<file path="src/design/utf8_code_point_decoder_top_assert.svh">
// Assertion helpers for the decoder modules; utf8_front includes them.
`ifndef UTF8_CODE_POINT_DECODER_TOP_ASSERT_SVH
`define UTF8_CODE_POINT_DECODER_TOP_ASSERT_SVH

// Same-cycle implication.
`define UTF8_ASSERT_NOW(lbl, ante, cons, msg) \
   lbl: assert property (@(posedge clock) disable iff (reset) (ante) |-> (cons)) \
      else $error(msg);

// Next-cycle implication.
`define UTF8_ASSERT_NEXT(lbl, ante, cons, msg) \
   lbl: assert property (@(posedge clock) disable iff (reset) (ante) |=> (cons)) \
      else $error(msg);

`endif

</file>
<file path="src/design/utf8_pkg.sv">
`timescale 1ns / 1ps
package utf8_pkg;

   localparam int QueueDepth = 4;

   localparam logic [2:0] StOk      = 3'd0;
   localparam logic [2:0] StNul     = 3'd1;
   localparam logic [2:0] StBadCont = 3'd2;
   localparam logic [2:0] StBadLead = 3'd3;
   localparam logic [2:0] StTrunc   = 3'd4;

   localparam logic [2:0] ExpIdle = 3'd0;

   typedef struct packed {
      logic [7:0] data_byte;
      logic       end_of_text;
   } utf8_req_type;

   typedef struct packed {
      logic [20:0] code_point;
      logic [2:0]  byte_count;
      logic [2:0]  status;
      logic        run_last;
   } utf8_rsp_type;

   // Results of one byte: first, and optionally a second.
   typedef struct packed {
      logic         two;
      utf8_rsp_type first;
      utf8_rsp_type second;
   } utf8_entry_type;

   typedef struct packed {
      logic         emit;
      utf8_rsp_type rsp;
      logic [2:0]   exp;
      logic [20:0]  acc;
   } utf8_lead_type;

   function automatic utf8_rsp_type make_rsp(logic [20:0] cp, logic [2:0] cnt,
                                             logic [2:0] st);
      utf8_rsp_type r;
      r.code_point = cp;
      r.byte_count = cnt;
      r.status     = st;
      r.run_last   = 1'b0;
      return r;
   endfunction

   function automatic utf8_lead_type lead_decode(logic [7:0] b, logic eot);
      utf8_lead_type l;
      l.emit = 1'b0;
      l.rsp  = make_rsp(21'd0, 3'd1, StOk);
      l.exp  = ExpIdle;
      l.acc  = 21'd0;
      if (b == 8'd0) begin
         l.emit = 1'b1;
         l.rsp  = make_rsp(21'd0, 3'd1, StNul);
      end else if (!b[7]) begin
         l.emit = 1'b1;
         l.rsp  = make_rsp({13'd0, b}, 3'd1, StOk);
      end else if (b[7:5] == 3'b110) begin
         l.exp = 3'd2;
         l.acc = {16'd0, b[4:0]};
      end else if (b[7:4] == 4'b1110) begin
         l.exp = 3'd3;
         l.acc = {17'd0, b[3:0]};
      end else if (b[7:3] == 5'b11110) begin
         l.exp = 3'd4;
         l.acc = {18'd0, b[2:0]};
      end else begin
         l.emit = 1'b1;
         l.rsp  = make_rsp(21'd0, 3'd1, StBadLead);
      end
      if (l.exp != ExpIdle && eot) begin
         l.emit = 1'b1;
         l.rsp  = make_rsp(21'd0, 3'd1, StTrunc);
         l.exp  = ExpIdle;
         l.acc  = 21'd0;
      end
      return l;
   endfunction

endpackage

</file>
<file path="src/design/utf8_front.sv">
`timescale 1ns / 1ps
module utf8_front (
   input  logic                    clock,
   input  logic                    reset,
   input  logic                    req_push,
   input  utf8_pkg::utf8_req_type  req_data,
   input  logic                    q_full,
   output logic                    q_push,
   output utf8_pkg::utf8_entry_type q_entry
);
   import utf8_pkg::*;

   logic [2:0]    exp_ff, exp_in;
   logic [2:0]    seen_ff, seen_in;
   logic [20:0]   acc_ff, acc_in;
   logic          accept;
   logic          has_res;
   logic [20:0]   acc_shift;
   logic [2:0]    seen_inc;
   utf8_lead_type lead;

   assign accept = req_push && !q_full;
   assign q_push = accept && has_res;

   always_comb begin
      lead      = lead_decode(req_data.data_byte, req_data.end_of_text);
      acc_shift = {acc_ff[14:0], req_data.data_byte[5:0]};
      seen_inc  = seen_ff + 3'd1;
      exp_in    = exp_ff;
      seen_in   = seen_ff;
      acc_in    = acc_ff;
      has_res   = 1'b0;
      q_entry   = '0;
      if (exp_ff == ExpIdle) begin
         has_res                = lead.emit;
         q_entry.first          = lead.rsp;
         q_entry.first.run_last = 1'b1;
         exp_in                 = lead.exp;
         seen_in                = (lead.exp != ExpIdle) ? 3'd1 : 3'd0;
         acc_in                 = lead.acc;
      end else if (req_data.data_byte[7:6] == 2'b10) begin
         acc_in  = acc_shift;
         seen_in = seen_inc;
         if (seen_inc >= exp_ff) begin
            has_res                = 1'b1;
            q_entry.first          = make_rsp(acc_shift, exp_ff, StOk);
            q_entry.first.run_last = 1'b1;
            exp_in                 = ExpIdle;
            seen_in                = 3'd0;
            acc_in                 = 21'd0;
         end else if (req_data.end_of_text) begin
            has_res                = 1'b1;
            q_entry.first          = make_rsp(21'd0, 3'd1, StTrunc);
            q_entry.first.run_last = 1'b1;
            exp_in                 = ExpIdle;
            seen_in                = 3'd0;
            acc_in                 = 21'd0;
         end
      end else begin
         // bad continuation, then the byte is taken again as a lead
         has_res                 = 1'b1;
         q_entry.first           = make_rsp(21'd0, 3'd1, StBadCont);
         q_entry.first.run_last  = !lead.emit;
         q_entry.two             = lead.emit;
         q_entry.second          = lead.rsp;
         q_entry.second.run_last = 1'b1;
         exp_in                  = lead.exp;
         seen_in                 = (lead.exp != ExpIdle) ? 3'd1 : 3'd0;
         acc_in                  = lead.acc;
      end
   end

   always_ff @(posedge clock) begin
      if (reset) begin
         exp_ff  <= ExpIdle;
         seen_ff <= 3'd0;
         acc_ff  <= 21'd0;
      end else if (accept) begin
         exp_ff  <= exp_in;
         seen_ff <= seen_in;
         acc_ff  <= acc_in;
      end
   end

`include "utf8_code_point_decoder_top_assert.svh"
   `UTF8_ASSERT_NOW(a_idle_clear, exp_ff == ExpIdle, seen_ff == 3'd0 && acc_ff == 21'd0, "idle state not clear")
   `UTF8_ASSERT_NOW(a_seq_range, exp_ff != ExpIdle, seen_ff != 3'd0 && seen_ff < exp_ff && exp_ff <= 3'd4, "sequence counters out of range")
   `UTF8_ASSERT_NOW(a_one_last, q_push && !q_entry.two, q_entry.first.run_last, "single result lacks run_last")
   `UTF8_ASSERT_NOW(a_two_last, q_push && q_entry.two, !q_entry.first.run_last && q_entry.second.run_last && q_entry.first.status == StBadCont, "pair result malformed")
   `UTF8_ASSERT_NEXT(a_trunc_idle, accept && req_data.end_of_text, exp_ff == ExpIdle, "end of text left a sequence open")

endmodule

</file>
<file path="src/design/utf8_fifo.sv">
`timescale 1ns / 1ps
module utf8_fifo #(
   parameter int DEPTH = utf8_pkg::QueueDepth
) (
   input  logic                     clock,
   input  logic                     reset,
   input  logic                     push,
   input  utf8_pkg::utf8_entry_type push_entry,
   output logic                     full,
   input  logic                     pop,
   output utf8_pkg::utf8_entry_type head_entry,
   output logic                     empty
);
   import utf8_pkg::*;

   localparam int PtrW = (DEPTH > 1) ? $clog2(DEPTH) : 1;
   localparam int CntW = $clog2(DEPTH + 1);

   utf8_entry_type  mem_ff [DEPTH];
   logic [PtrW-1:0] wr_ptr_ff, rd_ptr_ff;
   logic [CntW-1:0] count_ff, count_in;
   logic            do_push, do_pop;

   function automatic logic [PtrW-1:0] ptr_next(logic [PtrW-1:0] p);
      return (p == PtrW'(DEPTH - 1)) ? '0 : p + 1'b1;
   endfunction

   assign full       = count_ff == CntW'(DEPTH);
   assign empty      = count_ff == '0;
   assign do_push    = push && !full;
   assign do_pop     = pop && !empty;
   assign head_entry = mem_ff[rd_ptr_ff];

   always_comb begin
      case ({do_push, do_pop})
         2'b10:   count_in = count_ff + 1'b1;
         2'b01:   count_in = count_ff - 1'b1;
         default: count_in = count_ff;
      endcase
   end

   always_ff @(posedge clock) begin
      if (do_push) begin
         mem_ff[wr_ptr_ff] <= push_entry;
      end
   end

   always_ff @(posedge clock) begin
      if (reset) begin
         wr_ptr_ff <= '0;
         rd_ptr_ff <= '0;
         count_ff  <= '0;
      end else begin
         count_ff <= count_in;
         if (do_push) begin
            wr_ptr_ff <= ptr_next(wr_ptr_ff);
         end
         if (do_pop) begin
            rd_ptr_ff <= ptr_next(rd_ptr_ff);
         end
      end
   end

endmodule

</file>
<file path="src/design/utf8_back.sv">
`timescale 1ns / 1ps
module utf8_back (
   input  logic                     clock,
   input  logic                     reset,
   input  utf8_pkg::utf8_entry_type head_entry,
   input  logic                     q_empty,
   output logic                     q_pop,
   output logic                     rsp_empty,
   input  logic                     rsp_pop,
   output utf8_pkg::utf8_rsp_type   rsp_data
);
   import utf8_pkg::*;

   logic         out_valid_ff, out_valid_in;
   utf8_rsp_type out_ff, out_in;
   logic         sec_valid_ff, sec_valid_in;
   utf8_rsp_type sec_ff, sec_in;
   logic         advance;

   assign advance   = !out_valid_ff || rsp_pop;
   assign rsp_empty = !out_valid_ff;
   assign rsp_data  = out_ff;

   always_comb begin
      out_valid_in = out_valid_ff;
      out_in       = out_ff;
      sec_valid_in = sec_valid_ff;
      sec_in       = sec_ff;
      q_pop        = 1'b0;
      if (advance) begin
         if (sec_valid_ff) begin
            out_valid_in = 1'b1;
            out_in       = sec_ff;
            sec_valid_in = 1'b0;
         end else if (!q_empty) begin
            out_valid_in = 1'b1;
            out_in       = head_entry.first;
            sec_valid_in = head_entry.two;
            sec_in       = head_entry.second;
            q_pop        = 1'b1;
         end else begin
            out_valid_in = 1'b0;
         end
      end
   end

   always_ff @(posedge clock) begin
      out_ff <= out_in;
      sec_ff <= sec_in;
      if (reset) begin
         out_valid_ff <= 1'b0;
         sec_valid_ff <= 1'b0;
      end else begin
         out_valid_ff <= out_valid_in;
         sec_valid_ff <= sec_valid_in;
      end
   end

endmodule

</file>
<file path="src/design/utf8_code_point_decoder_top.sv">
// A byte's first result passes through the queue and then the output register to rsp_data.
// Throughput: one byte per cycle while the queue is not full; the output register drains
// one result per cycle while pop is high, so a byte with two results fills it twice in turn.
// The queue between decoder and output holds the results of up to QUEUE_DEPTH bytes during output stall.
// Reset is synchronous and active high: decode state, queue count and output valid flags all clear at once.
`timescale 1ns / 1ps
module utf8_code_point_decoder_top #(
   parameter int QUEUE_DEPTH = utf8_pkg::QueueDepth
) (
   input  logic                   clock,
   input  logic                   reset,
   input  logic                   push,
   output logic                   full,
   input  utf8_pkg::utf8_req_type req_data,
   output logic                   empty,
   input  logic                   pop,
   output utf8_pkg::utf8_rsp_type rsp_data
);
   import utf8_pkg::*;

   logic           q_push, q_full, q_pop, q_empty;
   utf8_entry_type q_entry, head_entry;

   assign full = q_full;

   utf8_front u_front (
      .clock    (clock),
      .reset    (reset),
      .req_push (push),
      .req_data (req_data),
      .q_full   (q_full),
      .q_push   (q_push),
      .q_entry  (q_entry)
   );

   utf8_fifo #(
      .DEPTH (QUEUE_DEPTH)
   ) u_fifo (
      .clock      (clock),
      .reset      (reset),
      .push       (q_push),
      .push_entry (q_entry),
      .full       (q_full),
      .pop        (q_pop),
      .head_entry (head_entry),
      .empty      (q_empty)
   );

   utf8_back u_back (
      .clock      (clock),
      .reset      (reset),
      .head_entry (head_entry),
      .q_empty    (q_empty),
      .q_pop      (q_pop),
      .rsp_empty  (empty),
      .rsp_pop    (pop),
      .rsp_data   (rsp_data)
   );

endmodule

</file>
<file path="config.mk">
export PLATFORM = sky130hd
export DESIGN_NAME = utf8_code_point_decoder_top
export DESIGN_NICKNAME = d
export VERILOG_FILES = /design/src/design/utf8_pkg.sv /design/src/design/utf8_front.sv /design/src/design/utf8_fifo.sv /design/src/design/utf8_back.sv /design/src/design/utf8_code_point_decoder_top.sv
export VERILOG_INCLUDE_DIRS = /design/src /design/src/design
export SDC_FILE = /design/constraint.sdc
export NUM_CORES = 1
export LEC_CHECK = 0
export BUFFER_PORTS_ARGS = -buffer_cell sky130_fd_sc_hd__buf_4
export CELL_PAD_IN_SITES_DETAIL_PLACEMENT = 0
export CELL_PAD_IN_SITES_GLOBAL_PLACEMENT = 1
export CORE_UTILIZATION = 50
export DETAILED_ROUTE_END_ITERATION = 6
export GPL_ROUTABILITY_DRIVEN = 1
export PLACE_DENSITY_LB_ADDON = 0.1
export SLEW_MARGIN = 20
export SYNTH_ARGS = -nofsm -noshare
export SYNTH_HDL_FRONTEND = slang
export SYNTH_SLANG_ARGS = --single-unit
</file>
<file path="constraint.sdc">
create_clock -name clock -period 3.72 [get_ports clock]
set_input_delay 0.372 -clock clock [delete_from_list [all_inputs] [get_ports clock]]
set_output_delay 0.372 -clock clock [all_outputs]
set_load 0.02 [all_outputs]
</file>
==> reports/qor.yml, run 1 <==
clkTransAtPathRegs_ps: 60
peakVddDrop_v: 0.000476
synthArstFlopShare_pct: 0
final_layout_size_suffix_gt1_share_pct: 26.0
relSlewSlack_pct: 46.4
critPathKind: "flip-flop to flip-flop"
intPower_uw: 5620
grt_pass1_wl_um: 26700
io_buffers: 42
grt_usage_pct: 19.5
fmaxAchievable_mhz: 333
setup_tns_ps: 0
rsz0062_at_grt: "no"
netlist_instances: 521
yosys.area.top_type: "edfxtp_1"
swShare_pct: 28.4
seq_power_share_pct: 45.8
first_global_vias: 4637
drc: 0
synth_top_area_share_pct: 65.7
cap_violations: 0
postRouteAntennaNets: 0
drt_iter0_drc: 362
worstPathArrival_ps: 3440
cts_setup_buffers: 0
layout_commonest_cell: "edfxtp_1"
drv_slew: 0
path_delay_family: "adder cells"
coreArea_mm2: 0.0175
area_growth_pct: 14.5
cp.buffers_inverters: 1
power_frac_clock_pct: 28.3
most-common-layout-cells: "edfxtp_1 (199), buf_4 (46), mux4_2 (40), nand2_1 (35), dfxtp_1 (30)"
cp-end-kind: "flip-flop"
cts-buffers-inserted: 23
synthFlopType: "edfxtp_1"
grt_overflow: 0
grt_max_degree: 41
synthesis.nets: 545
synth_cell_types: 55
ys_seq_area_share_pct: 72.7
crit_required_ps: 4150
switching_power_uw: 2220
hp-class: "input port to flip-flop"
pin_count: 43
die-area_mm2: 0.0187
clock_sinks: 231
num_vias: 4618
dr.pass1.iters: 5
die_w_um: 137
fin_nets: 598
post-route-util_pct: 59.4
setup_violations: 0
crit_top_cell: "ha_1"
crit_chain: "ha_1 > xor2_1 > ha_1 > and2_1 > a2111oi_4 > a21oi_2 > inv_1 > ha_1 > fa_1 > xnor2_1 > or3_1 > a21oi_1"
antenna_cells: 0
start_kind: "flip-flop"
cts_tree: "yes"
gp_congestion: 0.742
path_max_fanout: 8
cts_max_level: 1
layout_min_cycle_time_ps: 3010
routed_wl_um: 17400
crit_slowest_cell: "fa_1"
p_comb_share_pct: 25.9
synth_area_leaders: "edfxtp_1 (66%), mux4_2 (9.9%), dfxtp_1 (7.0%)"
holdBufCountCts: 0
synth_area_mm2: 0.00910
ys_ff_latch: 231
hold_violations: 0
cts_resized: 0
power_leakage_uw: 0.00355
start_util_pct: 51.9
clock_latency_ps: 510
yosys_warnings: 0
tightest_slew_ps: 803
post-route-period-util_pct: 80.8
root_buffer: "clkbuf_16"
synth.avg_cell_area_um2: 17.5
die_h_um: 137
r2r_slack_ps: 710
skew_ps: 10.5
antenna_found_initial: 0
wire_per_inst_um: 21.3
power_density_mw_per_mm2: 753
critPathMaxStageDelay_ps: 390
status: "complete, no violations"
clock_path_buffers: 3
dp_hpwl_um: 10200
synth_edf_count: 199
vias_per_cell: 5.67
rows: 48
-- layer usage --
layer | vias to the layer above | global-route usage, % | routed length [um]
li1 | 2127 | - | -
met1 | 2354 | 28.0 | 7850
met5 | - | 0 | 0
met3 | 25 | 2.89 | 902
met4 | 0 | 4.95 | 246
met2 | 112 | 31.7 | 8370
-- synth_stat cells, drive strengths merged, types with 2 or more instances --
library cell	instances
mux2i	4
xor2	3
mux2	10
nor2	19
mux4	40
nor2b	24
a21oi	26
a21o	2
nand3	4
edfxtp	199
nor4	2
nor3	12
nand2	35
inv	11
buf	12
clkbuf	11
o211ai	4
o21ai	6
dfxtp	32
and3	22
ha	10
nand2b	2
and2	11
or3	2
a211oi	2
-- power by group through the flow --
stage	clock network [uW]	registers [uW]	logic [uW]
2_1_floorplan	0	3820	1180
3_3_place_gp	0	3640	2050
3_5_place_dp	0	3660	2070
4_1_cts	2270	3600	2070
5_1_grt	2350	3650	2200
6_report	2220	3590	2030
-- worst min-delay path, stage by stage --
cell and delay, ps:
buf_4 140, o211ai_1 80, a21oi_1 60
-- area by class of cell --
type / instances / area [um2]
fill: 1338 / 7120
timing repair buffer: 51 / 445
tap: 225 / 282
inverter: 11 / 41.3
multi-input combinational: 256 / 2310
clock inverter: 13 / 115
sequential: 231 / 6620
clock buffer: 27 / 601
-- kinds of logic after synthesis --
kind of cell	after synthesis	synth area share, %
AO/OA/AOI/OAI	49	3.60
XOR/XNOR	4	0.385
adder cells (fa/ha/maj)	11	1.60
buffers and inverters	34	1.98
flip-flops	231	72.7
multiplexers	54	11.6
AND/OR/NAND/NOR	138	8.12
-- through the flow --
stage          power, uW  hold slack, ps  std cells  worst slack [ps]  instance area [um2]
2_1_floorplan       5000             432        521               799                 9100
3_3_place_gp        5680             440        774               817                 9700
3_5_place_dp        5720             450        774               728                 9700
4_1_cts             7940             170        814               705                10400
5_1_grt             8210             175        814               519                10400
6_report            7840             187        814               715                10400
-- flip-flops by register name, indices dropped and copies added (netlist names), named ones only --
signal               flops
u_fifo.mem_ff          160
u_back.rsp_data         28
u_front.acc_ff          15
u_back.sec_ff           11
u_fifo.count_ff          3
u_front.exp_ff           3
u_front.seen_ff          3
u_fifo.rd_ptr_ff         2
u_fifo.wr_ptr_ff         2
u_back.out_valid_ff      1
u_back.sec_valid_ff      1
-- path summary, 6_finish.rpt --
check                      from                 end  cells past startpoint
max          u_front.seen_ff[0]  u_fifo.count_ff[2]                     12
min reg2reg  u_front.acc_ff[13]  u_front.acc_ff[13]                      2
min                 req_data[1]   u_front.acc_ff[0]                      3
max reg2reg  u_front.seen_ff[0]  u_fifo.count_ff[2]                     12
Note: power is estimated with default switching activity, not from simulation.
==> run 2, diff against run 1 <==
--- a/config.mk
+++ b/config.mk
@@ -9,7 +9,7 @@
 export BUFFER_PORTS_ARGS = -buffer_cell sky130_fd_sc_hd__buf_4
 export CELL_PAD_IN_SITES_DETAIL_PLACEMENT = 0
 export CELL_PAD_IN_SITES_GLOBAL_PLACEMENT = 1
-export CORE_UTILIZATION = 50
+export CORE_UTILIZATION = 47
 export DETAILED_ROUTE_END_ITERATION = 6
 export GPL_ROUTABILITY_DRIVEN = 1
 export PLACE_DENSITY_LB_ADDON = 0.1
==> constraint.sdc (replaced) <==
create_clock -name clock -period 2.4 [get_ports clock]
set_input_delay 0.24 -clock clock [delete_from_list [all_inputs] [get_ports clock]]
set_output_delay 0.24 -clock clock [all_outputs]
set_load 0.02 [all_outputs]
==> reports/qor.yml, run 2 (synthesized netlist as in run 1, its figures left out) <==
cp-end-kind: "flip-flop"
area_growth_pct: 20.7
crit_slowest_cell: "a2111oi_4"
post-route-util_pct: 58.3  # -1.1 points
fin_nets: 635  # +6.2%
setup_tns_ps: -2270  # -2270 ps
drv_slew: 0  # unchanged
cts-buffers-inserted: 24  # +4.3%
setup_violations: 85  # +85
die-area_mm2: 0.0199  # +6.3%
fillers: 1423  # +6.4%
hp-class: "input port to flip-flop"
clock_sinks: 231  # unchanged
most-common-layout-cells: "edfxtp_1 (199), buf_4 (67), mux4_2 (40), nand2_1 (35)"
critPathKind: "flip-flop to flip-flop"
grt_pass1_wl_um: 28500  # +6.9%
power_density_mw_per_mm2: 1140  # +51%
final_layout_size_suffix_gt1_share_pct: 31.6  # +5.7 points
path_max_fanout: 2  # -6
cap_violations: 0  # unchanged
wirelength_met1_um: 8560  # +9.1%
hold_violations: 0  # unchanged
critPathMaxStageDelay_ps: 400  # about the same
grt_overflow: 0  # unchanged
post-route-period-util_pct: 108  # +28 points
status: "finished, violations left"
worstPathArrival_ps: 3050  # -390 ps
postRouteAntennaNets: 0  # unchanged
holdBufCountCts: 0  # unchanged
rsz0062_at_grt: "yes"
tightest_slew_ps: 737  # -65.7 ps
coreArea_mm2: 0.0188  # +7.4%
whs_ps: 46.3  # -141 ps
dr.pass1.iters: 4  # -1
antenna_found_initial: 0  # unchanged
power_leakage_uw: 0.00380  # +6.9%
die_w_um: 141  # +3.1%
violations: "negative setup slack"
routed_wl_um: 18800  # +8.3%
cts_tree: "yes"
finalWorstSetupSlack_ps: -204  # -919 ps
crit_top_cell: "ha_4"
drc: 0  # unchanged
cts_max_level: 1  # unchanged
rows: 50  # +4.2%
peakVddDrop_v: 0.000866  # +82%
clock_latency_ps: 520  # about the same
drt_iter0_drc: 401  # +11%
pin_count: 43  # unchanged
grt_max_degree: 41  # unchanged
largest_reg_flops: 160  # unchanged
route.met3.wl_um: 860  # -4.7%
grt_usage_pct: 19.2  # -0.36 points
start_kind: "flip-flop"
start_util_pct: 48.3  # -3.6 points
fmaxAchievable_mhz: 384  # +15%
layout_commonest_cell: "edfxtp_1"
skew_ps: 13.9  # +3.44 ps
r2r_slack_ps: -200  # -920 ps
dpl_cell_area_mm2: 0.00997  # +2.8%
root_buffer: "clkbuf_16"
num_vias: 4781  # +3.5%
gp_congestion: 0.793  # +6.9%
dp_hpwl_um: 10800  # +5.7%
first_global_vias: 5052  # +8.9%
io_buffers: 42  # unchanged
crit_required_ps: 2840  # -1310 ps
crit_chain: "ha_4 > xor2_1 > ha_1 > and2_4 > a2111oi_4 > a21oi_2 > inv_2 > ha_4 > fa_2 > xnor2_1 > or3_1 > a21oi_1"
antenna_cells: 0  # unchanged
relSlewSlack_pct: 50.9  # +4.5 points
layout_min_cycle_time_ps: 2600  # -401 ps
wl_met2_um: 8900  # +6.3%
vias_per_cell: 5.38  # -5.2%
clock_path_buffers: 3  # unchanged
stdcell_area_mm2: 0.0110  # +5.4%
wire_per_inst_um: 21.2  # -0.84%
die_h_um: 141  # +3.1%
clkTransAtPathRegs_ps: 60  # about the same
largest_register: "u_fifo.mem_ff"
power.total_uw: 12500  # +59%
top_layer_used: "met4"
## run 2: worst max-delay path: cells and delay by family (launching register included)
| kind | cells | cell delay, ps |
|---|---|---|
| buf+inv | 1 | 90 |
| compound gates | 3 | 640 |
| simple gates | 2 | 480 |
| flops | 1 | 340 |
| fa+ha+maj | 4 | 770 |
| xor+xnor | 2 | 220 |
## run 2: routing by layer
layer	vias up	track usage, %
met2	105	31.5
met3	37	3.19
met1	2431	26.3
met4	0	6.12
met5	-	0
li1	2208	-
## run 2: final cells by class
cell class              count  area (um2)  area share (%)
flip-flops and latches    231        6620            60.3
inverters                  11        41.3           0.376
multi-input cells         256        2390            21.8
repair buffers             87         882            8.04
clock buffers              33         634            5.78
clock inverters            11        83.8           0.764
well taps                 260         325            2.96
## run 2: stage by stage
stage | setup WS [ps] | cells
2_1_floorplan | -177 | 521
3_3_place_gp | -158 | 835
3_5_place_dp | -287 | 835
4_1_cts | -226 | 882
5_1_grt | -338 | 889
6_report | -204 | 889
## run 2: path summary, 6_finish.rpt
check / from / endpoint / depth (start not counted)
max: u_front.seen_ff[1] / u_fifo.count_ff[2] / 12
min: req_data[3] / u_front.acc_ff[2] / 3
max reg2reg: u_front.seen_ff[1] / u_fifo.count_ff[2] / 12
min reg2reg: u_front.acc_ff[12] / u_front.acc_ff[12] / 2
## run 2: report_power, final
| group | internal [uW] | switching, uW |
|---|---|---|
| Sequential | 5320 | 212 |
| Clock | 1950 | 1450 |
| Combinational | 1640 | 1910 |
## run 2: timing repair
item | in CTS | in global routing
resized for setup | 3 | 19
pin swaps | 4 | 7
gates cloned | 2 | 6
buffers inserted | 2 | 2
endpoints found under the setup margin | 163 | 182
